--- config.mk ---
export PLATFORM = sky130hd
export DESIGN_NAME = mfe_cell
export DESIGN_NICKNAME = d
export VERILOG_FILES = /design/src/multiset_floor_extract_defines.svh /design/src/mfe_pkg.sv /design/src/mfe_cell.sv
export SDC_FILE = /design/constraint.sdc
export NUM_CORES = 1
export LEC_CHECK = 0
export ABC_AREA = 1
export BUFFER_PORTS_ARGS = -buffer_cell sky130_fd_sc_hd__buf_4
export CORE_AREA = 2 2 88 90
export CTS_CLUSTER_DIAMETER = 120
export DETAILED_ROUTE_END_ITERATION = 8
export DIE_AREA = 0 0 90 92
export GPL_TIMING_DRIVEN = 0
export PLACE_DENSITY_LB_ADDON = 0.3
export SLEW_MARGIN = 20
export SYNTH_ARGS = -nofsm -noshare
export SYNTH_HDL_FRONTEND = slang
export SYNTH_SLANG_ARGS = --single-unit
--- constraint.sdc ---
create_clock -name i_clk -period 3.2 [get_ports i_clk]
set_clock_uncertainty 0.15 [all_clocks]
set_input_delay 0.16 -clock i_clk [delete_from_list [all_inputs] [get_ports i_clk]]
set_output_delay 0.16 -clock i_clk [all_outputs]
set_load 0.005 [all_outputs]
--- src/multiset_floor_extract_defines.svh ---
// assertion macros for the multiset floor extract block
`ifndef MULTISET_FLOOR_EXTRACT_DEFINES_SVH
`define MULTISET_FLOOR_EXTRACT_DEFINES_SVH

`ifndef SYNTHESIS
`define MFE_ASSERT(label, prop, msg) \
    label: assert property (@(posedge i_clk) disable iff (!i_rst_n) prop) else $error(msg);
`define MFE_ASSERT_NEXT(label, ante, cons, msg) \
    label: assert property (@(posedge i_clk) disable iff (!i_rst_n) (ante) |=> (cons)) \
        else $error(msg);
`else
`define MFE_ASSERT(label, prop, msg)
`define MFE_ASSERT_NEXT(label, ante, cons, msg)
`endif

`endif

--- src/mfe_pkg.sv ---
`timescale 1ns / 1ps

package mfe_pkg;

    localparam int CAPACITY = 1024;
    localparam int AMT_W    = 31;
    localparam int CNT_W    = $clog2(CAPACITY + 1);
    localparam int GRP_SIZE = 32;
    localparam int NUM_GRP  = (CAPACITY + GRP_SIZE - 1) / GRP_SIZE;

    localparam logic REQ_INSERT = 1'b0;
    localparam logic REQ_QUERY  = 1'b1;

    localparam logic [1:0] ST_MATCH    = 2'd0;
    localparam logic [1:0] ST_NOFIT    = 2'd1;
    localparam logic [1:0] ST_INSERTED = 2'd2;
    localparam logic [1:0] ST_FULL     = 2'd3;

    typedef logic [AMT_W-1:0] t_amount;

    typedef struct packed {
        logic    req_type;
        t_amount amount;
    } t_req;

    typedef struct packed {
        logic [1:0] status;
        t_amount    found_value;
    } t_result;

    // broadcast to every cell
    typedef struct packed {
        logic cmp;   // latch compare flag against the incoming amount
        logic ins;   // insert update
        logic del;   // delete update
        logic pick;  // drive the matched value toward the reduction
    } t_cell_ctl;

endpackage

--- src/mfe_cell.sv ---
`timescale 1ns / 1ps

module mfe_cell
    import mfe_pkg::*;
(
    input  logic      i_clk,
    input  t_cell_ctl i_ctl,
    input  logic      i_valid,
    input  t_amount   i_amount,
    input  t_amount   i_load,
    input  t_amount   i_lo_value,
    input  logic      i_lo_le,
    input  t_amount   i_hi_value,
    input  logic      i_hi_le,
    output t_amount   o_value,
    output logic      o_le,
    output t_amount   o_pick
);

    t_amount r_value;
    t_amount n_value;
    logic    r_le;
    logic    n_le;

    always_comb begin
        n_value = r_value;
        if (i_ctl.ins && !r_le) begin
            // first cell above the insert point takes the new value, the rest shift up
            n_value = i_lo_le ? i_load : i_lo_value;
        end else if (i_ctl.del && !i_hi_le) begin
            n_value = i_hi_value;
        end
    end

    always_comb begin
        n_le = r_le;
        if (i_ctl.cmp) begin
            n_le = i_valid && (r_value <= i_amount);
        end
    end

    always_ff @(posedge i_clk) begin
        r_value <= n_value;
        r_le    <= n_le;
    end

    assign o_value = r_value;
    assign o_le    = r_le;
    // the last cell at or below the limit is the match
    assign o_pick  = (i_ctl.pick && r_le && !i_hi_le) ? r_value : '0;

endmodule

==> results.toml, run 1 <==
[status]
status = "finished clean"

[detailed_routing]
wire_per_inst_um = 13.39
ant_nets = 0
drc = 0
drt_iter0_markers = 139
dr.pass1.iters = 4
post_drt_via_cell_ratio = 4.599
num_vias = 3215
routed_wl_um = 9361

[clock_tree]
clk_latency_ns = 0.29
clk_path_buf_depth = 2
cts_tree = "done"
cts_root_buffer = "clkbuf_8"
path_clk_slew_ns = 0.08
cts_made_buffers = 5
cts_sinks = 32
cts.htree.levels = 2
postCtsSetupRepairBufs = 0

[layout]
stdcell_count = 699
syn_to_final_growth_pct = 65.20
layout-drive-gt1-share = 0.3719
fillCellCount = 670
diodes = 0
nets = 759
layout_common_cells = "194 x buf_4, 82 x inv_1, 73 x nand2_1"
fin_util = 0.6070
layout_commonest_cell = "buf_4"

[power]
p_leak_nw = 2.519
finalPower_mw = 1.449
power_density_nw_per_um2 = 320.5
max-vdd-ir-drop_uv = 173.3

[synthesis]
syn_area_um2 = 2736
synth_top_cell_area_share = 0.3512
synth.ff_latch_count = 32
synth_nets = 552
synth-seq-area-share = 0.3512
yosysUniqueCellTypes = 20
synth_area_leaders = "edfxtp_1 35%, ha_1 14%, inv_1 11%, nand2_1 10%, o21ai_0 9.7%"
synth.avg_cell_area_um2 = 7.034
yosys_warnings = 0
synth.largest_area_cell = "edfxtp_1"
postSynthCellCount = 389

[floorplanning]
initial_utilization = 0.3674
rows = 32
ios = 195
die_w_um = 90
die_h_um = 92
fp.dieArea_um2 = 8280
core_area_um2 = 7447

[timing]
fin_crit_sh = 0.6399
min_period_ns = 2.048
hold_violations = 0
tightest_slew_ns = 0.6528
whs_ns = 0.01158
finalSetupViolCount = 0
rsz0062_at_grt = "no"
fmax_mhz = 488.3
slew_viol_final = 0
slew_headroom = 0.5631
fin_ws_ns = 1.152

[worst_setup_path]
startpoint_type = "flip-flop"
crit_chain = "nor2_2 -> inv_1 -> buf_2 -> o21ai_4 -> buf_16"
worst_setup_path_end_kind = "flip-flop"
path_class = "flip-flop to flip-flop"
critPathArrivalTime_ns = 1.89
max_stage_delay_ns = 0.46
crit_fanout = 16
cp_slowest_cell = "edfxtp_1"
crit_required_ns = 3.05
path_buf_inv = 3
cp_top_family = "buffers and inverters"

[grt]
grt_pass1_vias = 3187
antenna_found_initial = 0
gr-total-overflow = 0
grt_max_degree = 17
grt_pass1_wl_um = 14840
grt_usage = 0.2212

[min_path]
hp-class = "input pin to flip-flop"

[place]
hpwl_um = 7494
dp_cells = 686
io_buffer_count = 194
gp_congestion = 0.9175
dp_slack_ns = 1.157

[job]
drv_cap = 0
-- routing by layer --
| metal | part of all wire | wire length, um | up-vias | track usage |
|---|---|---|---|---|
| met5 | 0 | 0 | - | 0 |
| met3 | 0.066 | 620 | 10 | 0.04930 |
| met1 | 0.40 | 3789 | 1441 | 0.2545 |
| li1 | - | - | 1633 | - |
| met2 | 0.52 | 4827 | 131 | 0.4129 |
| met4 | 0.013 | 124 | 0 | 0.05897 |
-- metrics by stage --
stage | area [um2] | setup TNS, ns
finish | 4521 | 0
global route | 4521 | 0
CTS | 4511 | 0
detailed placement | 4359 | 0
global placement | 4320 | -27.94
floorplan | 2736 | 0
-- Yosys cell counts --
library cell,number
inv_1,82
nand2_1,73
nor2_1,68
o21ai_0,53
edfxtp_1,32
ha_1,31
a21oi_1,10
o21ai_1,10
buf_2,9
clkbuf_1,6
nand2_2,2
nand3_1,2
nand3b_1,2
nand4_2,2
nor2_2,2
a21o_1,1
a21o_2,1
a21oi_2,1
nand4_1,1
nor2_4,1
-- kinds of logic after synthesis --
group                    synth area share
buffers and inverters              0.1372
flip-flops                         0.3512
adder cells (fa/ha/maj)            0.1417
AO/OA/AOI/OAI                      0.1427
AND/OR/NAND/NOR                    0.2272
-- final cells by class --
cell class,instances,area (um2),share of cell area
clock buffer,5,68.82,0.01522
timing repair buffer,200,1534,0.3393
tap,102,127.6,0.02823
clock inverter,3,42.54,0.009410
inverter,82,307.8,0.06809
sequential,32,960.9,0.2126
multi-input combinational,260,1411,0.3122
buffer,15,67.56,0.01495
-- what timing repair did --
item / CTS / global route
resized for setup: 0 / 0
hold buffers: 4 / 1
hold endpoints to repair: 4 / 1
-- worst paths after layout --
path                               startpoint           to  slack [ns]  cells past startpoint
worst min register to register           o_le  o_value[30]        0.69                      3
worst max-delay path                     o_le  o_value[13]        1.15                      5
worst max register to register           o_le  o_value[13]        1.15                      5
worst min-delay path            i_hi_value[5]   o_value[5]        0.01                      3
-- tightest hold or removal path: stages --
cell and delay, ns:
buf_4 0.08, nand2_1 0.04, o21ai_0 0.07
-- power by group --
part           internal [mW]  switching, mW  total [mW]
Sequential             0.520         0.0400       0.560
Combinational          0.267          0.227       0.494
Clock                  0.231          0.164       0.395
-- sequential cells by signal, summed over array words and instances (netlist names) --
name and flops:
o_le 1, o_value 31
Note: power is estimated with default switching activity, not from simulation.
==> inputs of run 2 (changes only) <==
--- a/config.mk
+++ b/config.mk
@@ -7,10 +7,10 @@
 export LEC_CHECK = 0
 export ABC_AREA = 1
 export BUFFER_PORTS_ARGS = -buffer_cell sky130_fd_sc_hd__buf_4
-export CORE_AREA = 2 2 88 90
+export CORE_AREA = 2 2 84 86
 export CTS_CLUSTER_DIAMETER = 120
 export DETAILED_ROUTE_END_ITERATION = 8
-export DIE_AREA = 0 0 90 92
+export DIE_AREA = 0 0 86 88
 export GPL_TIMING_DRIVEN = 0
 export PLACE_DENSITY_LB_ADDON = 0.3
 export SLEW_MARGIN = 20
==> constraint.sdc (replaced) <==
create_clock -name i_clk -period 1.98 [get_ports i_clk]
set_clock_uncertainty 0.15 [all_clocks]
set_input_delay 0.099 -clock i_clk [delete_from_list [all_inputs] [get_ports i_clk]]
set_output_delay 0.099 -clock i_clk [all_outputs]
set_load 0.005 [all_outputs]
==> results.toml, run 2 (synthesis results as in run 1) <==
[power]
p_int_mw = 1.568
power_frac_seq = 0.402
p_leak_nw = 2.647
clkPwrFrac = 0.214
netSwitchingPower_mw = 0.6808
p_sw_frac = 0.3027
power_density_nw_per_um2 = 469.2
pwr-share-comb = 0.385
max-vdd-ir-drop_uv = 358.0

[worst_setup_path]
cp-endpoint = "o_pick[7]"
startpoint_type = "flip-flop"
worst_setup_path_end_kind = "primary output"
path_class = "flip-flop to primary output"
crit_fanout = 10
crit_required_ns = 1.73
r2r-end = "o_le"
rr_startpoint = "o_value[6]"
r2r_slack_ns = 0.14
critPathLaunch = "o_le"
reg2reg_depth = 10
critPathArrivalTime_ns = 1.62

[timing]
fin_crit_sh = 0.9440
fmax_mhz = 535.0
fin_ws_ns = 0.1109
whs_ns = 0.005470
setup_tns_ns = 0
hold_violations = 0
slew_headroom = 0.6511
finalSetupViolCount = 0
tightest_slew_ns = 0.5233
min_period_ns = 1.869
slew_viol_final = 0
rsz0062_at_grt = "no"

[grt]
grt_usage = 0.2478
grt_max_degree = 17
antenna_found_initial = 0
grt_pass1_vias = 3373
gr-total-overflow = 0
grt_pass1_wl_um = 14770

[place]
dp_cells = 664
dp_slack_ns = 0.05187
io_buffer_count = 194
gp_congestion = 0.7816
hpwl_um = 7402

[layout]
fillCellCount = 540
stdcell_count = 709
fin_util = 0.7215
layout_common_cells = "196 x buf_4, 82 x inv_1, 73 x nand2_1"
layout_commonest_cell = "buf_4"
multiInputGateArea_um2 = 1416
largest_register_ffs = 31
diodes = 0
syn_to_final_growth_pct = 75.17
layout-drive-gt1-share = 0.3577
nets = 791
regArea_um2 = 960.9

[detailed_routing]
post_drt_via_cell_ratio = 4.825
drc = 0
routed_wl_um = 9779
num_vias = 3421
ant_nets = 0
dr.pass1.iters = 4
wire_per_inst_um = 13.79
drt_iter0_markers = 99

[status]
status = "finished clean"

[floorplanning]
initial_utilization = 0.4119
ios = 195
die_h_um = 88
die_w_um = 86
rows = 30
fp.dieArea_um2 = 7568
core_area_um2 = 6644

[clock_tree]
cts_sinks = 32
cts_root_buffer = "clkbuf_8"
cts_tree = "done"
clk_latency_ns = 0.28
path_clk_slew_ns = 0.06
cts.htree.levels = 2
clk_path_buf_depth = 2
cts_made_buffers = 5

[min_path]
hp-class = "input pin to flip-flop"
hold_depth = 3
holdCritStartpoint = "i_load[13]"

[job]
drv_cap = 0
run 2: cell count changes in the layout (fill, tap and decap cells not counted), sizes merged:
cell         change
clkinvlp         -1
clkbuf           +2
bufinv           -1
buf              +3
dlygate4sd3     +29
run 2: cell type report:
cell class | count | share of cell area
clock inverters | 1 | 0.0007831
clock buffers | 7 | 0.01592
multi-input cells | 260 | 0.2955
plain buffers | 15 | 0.01436
repair buffers | 232 | 0.3879
inverters | 82 | 0.06421
flip-flops and latches | 32 | 0.2005
well taps | 80 | 0.02088
run 2: worst max-delay path: stages, from the launching register on:
cell	delay (ns)
edfxtp_1	0.42
nand3b_1	0.20
clkbuf_1	0.44
nor2_1	0.12
buf_4	0.16
run 2: metal layers:
layer	GRT usage	wire [um]
met4	0.08081	248
met3	0.04807	725
met1	0.2750	3652
met5	0	0
met2	0.4729	5152
run 2: power by group through the flow:
stage / clock, mW / combinational (mW) / sequential (mW)
floorplan: 0 / 0.347 / 0.908
global placement: 0 / 0.746 / 0.917
detailed placement: 0 / 0.791 / 0.918
CTS: 0.487 / 0.850 / 0.903
global route: 0.503 / 0.968 / 0.912
finish: 0.481 / 0.865 / 0.903
run 2: worst min path at each step:
stage / end
floorplan: o_le
global placement: o_le
detailed placement: o_le
CTS: o_value[13]
global route: o_value[9]
finish: o_value[13]
run 2: timing repair:
action | in CTS | in global routing
hold buffers | 34 | 0
setup endpoints to repair | 0 | 22
endpoints found under the hold margin | 33 | 0
resized for setup | 0 | 4
setup buffers | 0 | 3
run 2: metrics by stage:
step           power [mW]  area, um2
2_1_floorplan       1.255       2740
5_1_grt             2.383       4793
3_5_place_dp        1.709       4332
6_report            2.249       4793
3_3_place_gp        1.663       4297
4_1_cts             2.240       4752
