$ cat config.mk
export PLATFORM = sky130hd
export DESIGN_NAME = mfe_group
export DESIGN_NICKNAME = d
export VERILOG_FILES = /design/src/multiset_floor_extract_defines.svh /design/src/mfe_pkg.sv /design/src/mfe_group.sv
export SDC_FILE = /design/constraint.sdc
export NUM_CORES = 1
export LEC_CHECK = 0
export ABC_AREA = 1
export BUFFER_PORTS_ARGS = -buffer_cell sky130_fd_sc_hd__buf_2
export CAP_MARGIN = 15
export CELL_PAD_IN_SITES_DETAIL_PLACEMENT = 0
export CELL_PAD_IN_SITES_GLOBAL_PLACEMENT = 2
export CORE_AREA = 4 4 392 394
export CTS_CLUSTER_DIAMETER = 40
export DETAILED_ROUTE_END_ITERATION = 7
export DIE_AREA = 0 0 396 398
export PLACE_DENSITY_LB_ADDON = 0.1
export SLEW_MARGIN = 20
export SYNTH_ARGS = -nofsm -noshare
export SYNTH_HDL_FRONTEND = slang
export SYNTH_SLANG_ARGS = --single-unit
$ cat constraint.sdc
create_clock -name i_clk -period 0.8 [get_ports i_clk]
set_input_delay 0.04 -clock i_clk [delete_from_list [all_inputs] [get_ports i_clk]]
set_output_delay 0.04 -clock i_clk [all_outputs]
set_load 0.005 [all_outputs]
$ cat src/multiset_floor_extract_defines.svh
// assertion macros for the multiset floor extract block
`ifndef MULTISET_FLOOR_EXTRACT_DEFINES_SVH
`define MULTISET_FLOOR_EXTRACT_DEFINES_SVH

`ifndef SYNTHESIS
`define MFE_ASSERT(label, prop, msg) \
    label: assert property (@(posedge i_clk) disable iff (!i_rst_n) prop) else $error(msg);
`define MFE_ASSERT_NEXT(label, ante, cons, msg) \
    label: assert property (@(posedge i_clk) disable iff (!i_rst_n) (ante) |=> (cons)) \
        else $error(msg);
`else
`define MFE_ASSERT(label, prop, msg)
`define MFE_ASSERT_NEXT(label, ante, cons, msg)
`endif

`endif

$ cat src/mfe_pkg.sv
`timescale 1ns / 1ps

package mfe_pkg;

    localparam int CAPACITY = 1024;
    localparam int AMT_W    = 31;
    localparam int CNT_W    = $clog2(CAPACITY + 1);
    localparam int GRP_SIZE = 32;
    localparam int NUM_GRP  = (CAPACITY + GRP_SIZE - 1) / GRP_SIZE;

    localparam logic REQ_INSERT = 1'b0;
    localparam logic REQ_QUERY  = 1'b1;

    localparam logic [1:0] ST_MATCH    = 2'd0;
    localparam logic [1:0] ST_NOFIT    = 2'd1;
    localparam logic [1:0] ST_INSERTED = 2'd2;
    localparam logic [1:0] ST_FULL     = 2'd3;

    typedef logic [AMT_W-1:0] t_amount;

    typedef struct packed {
        logic    req_type;
        t_amount amount;
    } t_req;

    typedef struct packed {
        logic [1:0] status;
        t_amount    found_value;
    } t_result;

    // broadcast to every cell
    typedef struct packed {
        logic cmp;   // latch compare flag against the incoming amount
        logic ins;   // insert update
        logic del;   // delete update
        logic pick;  // drive the matched value toward the reduction
    } t_cell_ctl;

endpackage

$ cat src/mfe_group.sv
`timescale 1ns / 1ps

module mfe_group
    import mfe_pkg::*;
(
    input  logic                          i_clk,
    input  logic [GRP_SIZE-1:0][AMT_W-1:0] i_picks,
    output t_amount                       o_any
);

    t_amount r_any;
    t_amount n_any;

    always_comb begin
        n_any = '0;
        for (int k = 0; k < GRP_SIZE; k++) begin
            n_any = n_any | i_picks[k];
        end
    end

    always_ff @(posedge i_clk) begin
        r_any <= n_any;
    end

    assign o_any = r_any;

endmodule
==> impl_metrics.py, run 1 <==
metrics = {
    "final_layout": {
        "fillers": 17980,
        "area_growth_pct": 138.9,
        "share_of_final_layout_standard_cells_stronger_than_drive_strength_1_pct": 44.14,
        "final-seq-area_um2": 654.4,
        "fin_nets": 3484,
        "multi_input_area_um2": 3730,
        "fin_cells": 4541,
        "final_design_area_no_fill_um2": 14740,
        "flip_flop_count_of_the_largest_register_all_copies_and_words_added": 31,
    },
    "detailed_routing": {
        "detail_route.drc_violations": 0,
        "drt_pre_antenna_iters": 4,
        "routed_wirelength_um": 70140,
        "via_count": 11430,
        "vias_per_cell": 2.517,
        "detail-route-antenna-nets": 0,
        "post_drt_wl_per_cell_um": 15.45,
        "drt_first_iter_violations": 397,
    },
    "logic_synthesis": {
        "ys.warnings.count": 0,
        "synth_enable_flop_cells": 0,
        "synthesis.instances": 1426,
        "synth.cell_area_um2": 6167,
        "synth_top_area_share_pct": 30.19,
        "post_synthesis_net_count": 2419,
        "synth-main-ff-cell": "sky130_fd_sc_hd__dfxtp_1",
        "synth_area_leaders": "sky130_fd_sc_hd__inv_1 (30%), sky130_fd_sc_hd__nor2_1 (25%), sky130_fd_sc_hd__nand2_1 (23%)",
        "register_bit_total_from_synthesis": 31,
        "yosys.area.top_type": "sky130_fd_sc_hd__inv_1",
        "yosysUniqueCellTypes": 7,
        "yosys.cell_count.top_type": "sky130_fd_sc_hd__inv_1",
        "most_numerous_cell_types_in_the_synthesized_netlist": "sky130_fd_sc_hd__inv_1 (496), sky130_fd_sc_hd__nor2_1 (403), sky130_fd_sc_hd__nand2_1 (372)",
        "synth-seq-area-share_pct": 10.06,
        "async_reset_ff_share_pct": 0,
        "syn-mean-instance-area_um2": 4.325,
    },
    "power_and_ir_drop": {
        "power.total_uw": 8065,
        "seqPwrFrac_pct": 19.1,
        "power_frac_clock_pct": 30.7,
        "power.density_nw_per_um2": 547.3,
        "cellLeakagePower_uw": 0.008787,
        "irDropWorstVdd_mv": 0.7560,
        "net-switching-power_uw": 2990,
        "swShare_pct": 37.08,
        "combPwrFrac_pct": 50.2,
        "power_report.internal_total_uw": 5074,
    },
    "global_route": {
        "wire_length_of_the_first_global_routing_pass_um": 90200,
        "grt_pass1_vias": 12230,
        "grt_antenna_before_repair": 84,
        "grt_max_degree": 10,
        "global_route.usage.total_pct": 8.372,
        "global_route.overflow_total": 0,
    },
    "sta": {
        "timing.final.crit_share_pct": 109.1,
        "final_hold_viol_count": 0,
        "final-max-slew-violation-count": 0,
        "slew_headroom_pct": 78.45,
        "timing.final.ws_setup_ns": -0.07303,
        "max_clock_freq_mhz": 1145,
        "final_period_minus_worst_setup_slack_ns": 0.8730,
        "grt_setup_unrepaired": "yes",
        "tightest_pin_transition_ns": 0.3221,
        "report.final.setup_viol": 29,
        "setup_total_negative_slack_ns": -0.5190,
    },
    "die": {
        "io_pins": 1024,
        "die_w_um": 396,
        "core_region_area_um2": 149800,
        "row_count": 142,
        "die-height_um": 398,
        "start_util_pct": 4.118,
        "floorplan.die_area_um2": 157600,
    },
    "clocking": {
        "clock_path_buffers": 2,
        "post_cts_buffers": 0,
        "h_tree_depth": 2,
        "cts.clk_slew.worst_paths_ns": 0.09,
        "clockRootBuffer": "sky130_fd_sc_hd__clkbuf_16",
        "number_of_cts_inserted_buffers": 5,
        "cts.sink_count": 31,
        "cts_tree": "built",
    },
    "setup_path": {
        "critical_path.n_buffers_inverters": 1,
        "path_max_fanout": 1,
        "crit_arrival_ns": 0.83,
        "timing.critical_path.slowest_stage_cell": "sky130_fd_sc_hd__dfxtp_2",
        "cp-start-kind": "flop",
        "worstPathCellList": "buf_6",
        "setup.worst_path.class": "reg -> out",
        "endpoint_kind": "primary output",
        "critical_path.top_delay_family": "flip-flops",
        "data_required_time_of_the_worst_path_ns": 0.76,
        "cpPeakStageDelay_ns": 0.36,
        "timing.critical_path.from": "o_any[2]",
    },
    "place": {
        "dpl.cell_count": 4480,
        "place.detailed.hpwl_um": 67330,
        "placed_cell_area_um2": 13920,
        "portBuffers": 1023,
        "gpl.final_weighted_congestion": 0.8331,
    },
    "job": {
        "timing.max_cap.violations": 0,
    },
    "status": {
        "failed_checks": "negative setup slack",
        "run_status": "finished with violations",
    },
    "worst_hold_path": {
        "timing.hold.worst.start": "i_picks[445]",
        "hold_path_class": "in -> reg",
    },
}
placed cells by master (no fill, tap or decap):
| cell | count |
|---|---|
| sky130_fd_sc_hd__clkbuf_1 | 2 |
| sky130_fd_sc_hd__nor2_4 | 1 |
| sky130_fd_sc_hd__dfxtp_1 | 4 |
| sky130_fd_sc_hd__dlymetal6s4s_1 | 22 |
| sky130_fd_sc_hd__nor2_1 | 388 |
| sky130_fd_sc_hd__nand4_1 | 31 |
| sky130_fd_sc_hd__nand2_2 | 1 |
| sky130_fd_sc_hd__buf_6 | 27 |
| sky130_fd_sc_hd__dfxtp_2 | 27 |
| sky130_fd_sc_hd__clkbuf_16 | 5 |
| sky130_fd_sc_hd__inv_1 | 496 |
| sky130_fd_sc_hd__and2_1 | 62 |
| sky130_fd_sc_hd__buf_4 | 15 |
| sky130_fd_sc_hd__nor2_2 | 45 |
| sky130_fd_sc_hd__clkinv_2 | 1 |
| sky130_fd_sc_hd__nand2_1 | 371 |
| sky130_fd_sc_hd__buf_2 | 978 |
| sky130_fd_sc_hd__dlygate4sd3_1 | 16 |
| sky130_fd_sc_hd__diode_2 | 33 |
power by group through the flow:
| stage | sequential [µW] | combinational (µW) | clock (µW) |
|---|---|---|---|
| 6_report | 1540 | 4050 | 2480 |
| 3_3_place_gp | 1580 | 4020 | 0 |
| 5_1_grt | 1540 | 4630 | 2870 |
| 2_1_floorplan | 1580 | 1130 | 0 |
| 3_5_place_dp | 1580 | 3980 | 0 |
| 4_1_cts | 1540 | 4150 | 2910 |
path summary, 6_finish.rpt:
kind	end	slack, ns	cells past startpoint
worst max-delay path	o_any[2]	-0.07	1
worst min-delay path	o_any[11]	0.006	5
kinds of logic (layout without fill, tap and decap cells):
kind of cell	Yosys count	count (layout)	synth area share, %
other cells	0	33	0
simple gates	899	899	59.75
buf+inv	496	1562	30.19
flops	31	31	10.06
layer usage:
metal / GRT usage, % / share of wire, % / wire length, µm / vias up
met1: 7.403 / 31 / 21470 / 4748
met4: 2.237 / 1.9 / 1319 / 34
met3: 2.699 / 7.9 / 5534 / 122
met5: 0 / 0.32 / 221 / -
li1: - / - / - / 6024
met2: 17.67 / 59 / 41600 / 502
final cells by class:
class | count | share of cell area, %
inverter | 496 | 12.63
multi-input combinational | 899 | 25.31
clock inverter | 1 | 0.03396
tap | 2016 | 17.12
sequential | 31 | 4.441
timing repair buffer | 1058 | 39.00
antenna | 33 | 0.5604
clock buffer | 7 | 0.9001
repair_timing:
item                                    in CTS  in global routing
hold buffers                                38                  0
pin swaps                                    0                 41
endpoints found under the setup margin      33                 45
endpoints found under the hold margin       19                  0
gates resized for setup                     52                 53
stage by stage:
step | hold WS [ns] | setup slack (ns) | utilization, %
floorplan | 0.2124 | 0.2972 | -
CTS | -0.03230 | -0.1537 | 9.740
detailed placement | 0.3489 | -0.4557 | 9.295
finish | 0.005749 | -0.07303 | 9.838
global placement | 0.3427 | -0.4740 | 9.295
global route | 0.007301 | -0.1460 | 9.815
Power figures use the tool's default switching activity.
==> inputs of run 2 (changes only) <==
--- a/config.mk
+++ b/config.mk
@@ -6,14 +6,14 @@
 export NUM_CORES = 1
 export LEC_CHECK = 0
 export ABC_AREA = 1
-export BUFFER_PORTS_ARGS = -buffer_cell sky130_fd_sc_hd__buf_2
 export CAP_MARGIN = 15
 export CELL_PAD_IN_SITES_DETAIL_PLACEMENT = 0
 export CELL_PAD_IN_SITES_GLOBAL_PLACEMENT = 2
-export CORE_AREA = 4 4 392 394
+export CORE_AREA = 4 4 395 397
 export CTS_CLUSTER_DIAMETER = 40
 export DETAILED_ROUTE_END_ITERATION = 7
-export DIE_AREA = 0 0 396 398
+export DIE_AREA = 0 0 399 401
+export DONT_BUFFER_PORTS = 1
 export PLACE_DENSITY_LB_ADDON = 0.1
 export SLEW_MARGIN = 20
 export SYNTH_ARGS = -nofsm -noshare
==> constraint.sdc (replaced) <==
create_clock -name i_clk -period 1.09 [get_ports i_clk]
set_input_delay 0.0545 -clock i_clk [delete_from_list [all_inputs] [get_ports i_clk]]
set_output_delay 0.0545 -clock i_clk [all_outputs]
set_load 0.005 [all_outputs]
==> run 2 against run 1 <==
Against the previous run: the flow now finishes without violations; critical endpoint is now o_any[26]; worst hold slack worse by 0.00050 ns; cell count fell by 9.9%; first-iteration DRC count fell by 24%; sequential share of layout area shrank 0.32 points; count of clock-buffer cells in the layout increased by 1; non-clock buffer count down 441; sequential cell count unchanged; design area grew 2.1%; combinational power is 25% lower; routed wire length is 18% lower; power is 24% lower.
==> impl_metrics.py, run 2 (synthesis gave the netlist of run 1 again) <==
metrics = {
    "power_and_ir_drop": {
        "power_frac_clock_pct": 32.2,
        "power_report.internal_total_uw": 4000,
        "combPwrFrac_pct": 49.4,
        "irDropWorstVdd_mv": 0.5967,
        "seqPwrFrac_pct": 18.4,
        "power.density_nw_per_um2": 407.9,
        "net-switching-power_uw": 2138,
        "cellLeakagePower_uw": 0.006964,
        "swShare_pct": 34.84,
    },
    "global_route": {
        "grt_use_met2_pct": 14.54,
        "wire_length_of_the_first_global_routing_pass_um": 76450,
        "grt_max_degree": 10,
        "globalRoute.busiestLayer": "met2",
        "global_route.usage.total_pct": 6.787,
        "globalRouteMet1Util_pct": 6.112,
        "globalRouteMet3Util_pct": 1.791,
        "global_route.overflow_total": 0,
        "grt_antenna_before_repair": 18,
        "grt_pass1_vias": 11960,
    },
    "detailed_routing": {
        "via_count": 10050,
        "detail_route.drc_violations": 0,
        "vias_per_cell": 2.456,
        "post_drt_wl_per_cell_um": 14.05,
        "detail-route-antenna-nets": 0,
        "routed_wirelength_um": 57490,
        "drt_pre_antenna_iters": 4,
        "drt_first_iter_violations": 303,
    },
    "die": {
        "start_util_pct": 4.060,
        "row_count": 143,
        "floorplan.die_area_um2": 160000,
        "io_pins": 1024,
        "core_region_area_um2": 151900,
        "die-height_um": 401,
        "die_w_um": 399,
    },
    "setup_path": {
        "cpPeakStageDelay_ns": 0.54,
        "worstPathCellList": "dlygate4sd3_1, nor2_1, nand4_1, nor2_1, nand2_1",
        "setup.worst_path.class": "in -> reg",
        "crit_arrival_ns": 1.31,
        "endpoint_kind": "flop",
        "timing.critical_path.slowest_stage_cell": "sky130_fd_sc_hd__dlygate4sd3_1",
        "timing.critical_path.from": "i_picks[398]",
        "cp-start-kind": "input pin",
        "crit_path_frequent_cell": "sky130_fd_sc_hd__nor2_1",
        "data_required_time_of_the_worst_path_ns": 1.34,
        "path_max_fanout": 1,
    },
    "sta": {
        "final_hold_viol_count": 0,
        "grt_setup_unrepaired": "no",
        "timing.final.crit_share_pct": 97.95,
        "final_period_minus_worst_setup_slack_ns": 1.068,
        "setup_total_negative_slack_ns": 0,
        "tightest_pin_transition_ns": 0.4149,
        "report.final.setup_viol": 0,
        "final-max-slew-violation-count": 0,
        "slew_headroom_pct": 72.24,
        "timing.final.ws_setup_ns": 0.02237,
        "max_clock_freq_mhz": 936.7,
    },
    "final_layout": {
        "flip_flop_count_of_the_largest_register_all_copies_and_words_added": 31,
        "share_of_final_layout_standard_cells_stronger_than_drive_strength_1_pct": 2.292,
        "area_growth_pct": 144.0,
        "fillers": 17930,
        "most-common-layout-cells": "sky130_fd_sc_hd__dlygate4sd3_1 (608), sky130_fd_sc_hd__inv_1 (496), sky130_fd_sc_hd__nor2_1 (403)",
        "layout.cells.most_common": "sky130_fd_sc_hd__dlygate4sd3_1",
        "fin_nets": 3043,
    },
    "worst_hold_path": {
        "hold_path_class": "in -> reg",
        "worstHoldPathCells": 4,
        "timing.hold.worst.start": "i_picks[347]",
    },
    "status": {
        "run_status": "complete, no violations",
    },
    "job": {
        "timing.max_cap.violations": 0,
    },
    "clocking": {
        "h_tree_depth": 2,
        "clockRootBuffer": "sky130_fd_sc_hd__clkbuf_16",
        "cts.sink_count": 31,
        "cts_tree": "built",
        "cts_repair_resize_count": 0,
        "cts.clk_slew.worst_paths_ns": 0.08,
        "number_of_cts_inserted_buffers": 5,
        "clock_path_buffers": 2,
    },
    "place": {
        "preCtsSetupSlack_ns": 0.01965,
        "gpl.final_weighted_congestion": 0.7886,
        "portBuffers": 0,
        "place.detailed.hpwl_um": 51870,
    },
}
-- run 2: cell count changes in the layout (fill, tap and decap cells not counted), moves of 21 or more --
cell                             before  now
sky130_fd_sc_hd__buf_2              978    0
sky130_fd_sc_hd__dlygate4sd3_1       16  608
sky130_fd_sc_hd__buf_6               27    0
sky130_fd_sc_hd__dfxtp_1              4   31
sky130_fd_sc_hd__dfxtp_2             27    0
sky130_fd_sc_hd__dlymetal6s4s_1      22    0
sky130_fd_sc_hd__diode_2             33   12
-- run 2: power by group through the flow --
stage          Combinational, µW  Sequential [µW]  Clock [µW]
2_1_floorplan                832             1160           0
3_3_place_gp                1180             1160           0
3_5_place_dp                1160             1160           0
4_1_cts                     3110             1130        2350
5_1_grt                     3380             1130        2300
6_report                    3030             1130        1980
-- run 2: area by class of cell --
type	instances	area, µm²	share of cell area, %
repair buffers	617	6153	40.89
clock buffers	8	156.4	1.039
well taps	2030	2540	16.88
inverters	496	1862	12.37
multi-input cells	899	3685	24.49
diodes	12	30.03	0.1996
flip-flops and latches	31	620.6	4.124
-- run 2: layer usage --
layer / vias to the layer above / share of wire (%) / wire [µm]
li1: 5106 / - / -
met1: 4436 / 33 / 18820
met2: 468 / 59 / 33950
met3: 39 / 6.5 / 3729
met4: 2 / 1.7 / 984
met5: - / 0.024 / 14
-- run 2: path summary, 6_finish.rpt --
check / endpoint / slack [ns]
worst max-delay path: o_any[26] / 0.02
worst min-delay path: o_any[6] / 0.005
-- run 2: through the flow --
stage / cell area [µm²] / instances / util [%] / total power (µW) / hold slack [ns]
after floorplan: 6167 / 1426 / - / 1990 / 0.2269
after global placement: 8775 / 3465 / 5.776 / 2341 / 0.2660
after detailed placement: 8775 / 3465 / 5.776 / 2316 / 0.2659
after CTS: 15020 / 4081 / 9.886 / 6585 / 0.0005152
after global routing: 15030 / 4085 / 9.892 / 6806 / 0.02281
final: 15050 / 4093 / 9.906 / 6138 / 0.005246
-- run 2: timing repair --
action	CTS	global route
endpoints found under the hold margin	30	0
hold buffers	608	0
buffers inserted	0	0
-- run 2: critical path: cells and delay by family --
| family | cells | cell delay, ns |
|---|---|---|
| buf+inv | 1 | 0.54 |
| simple gates | 4 | 0.71 |
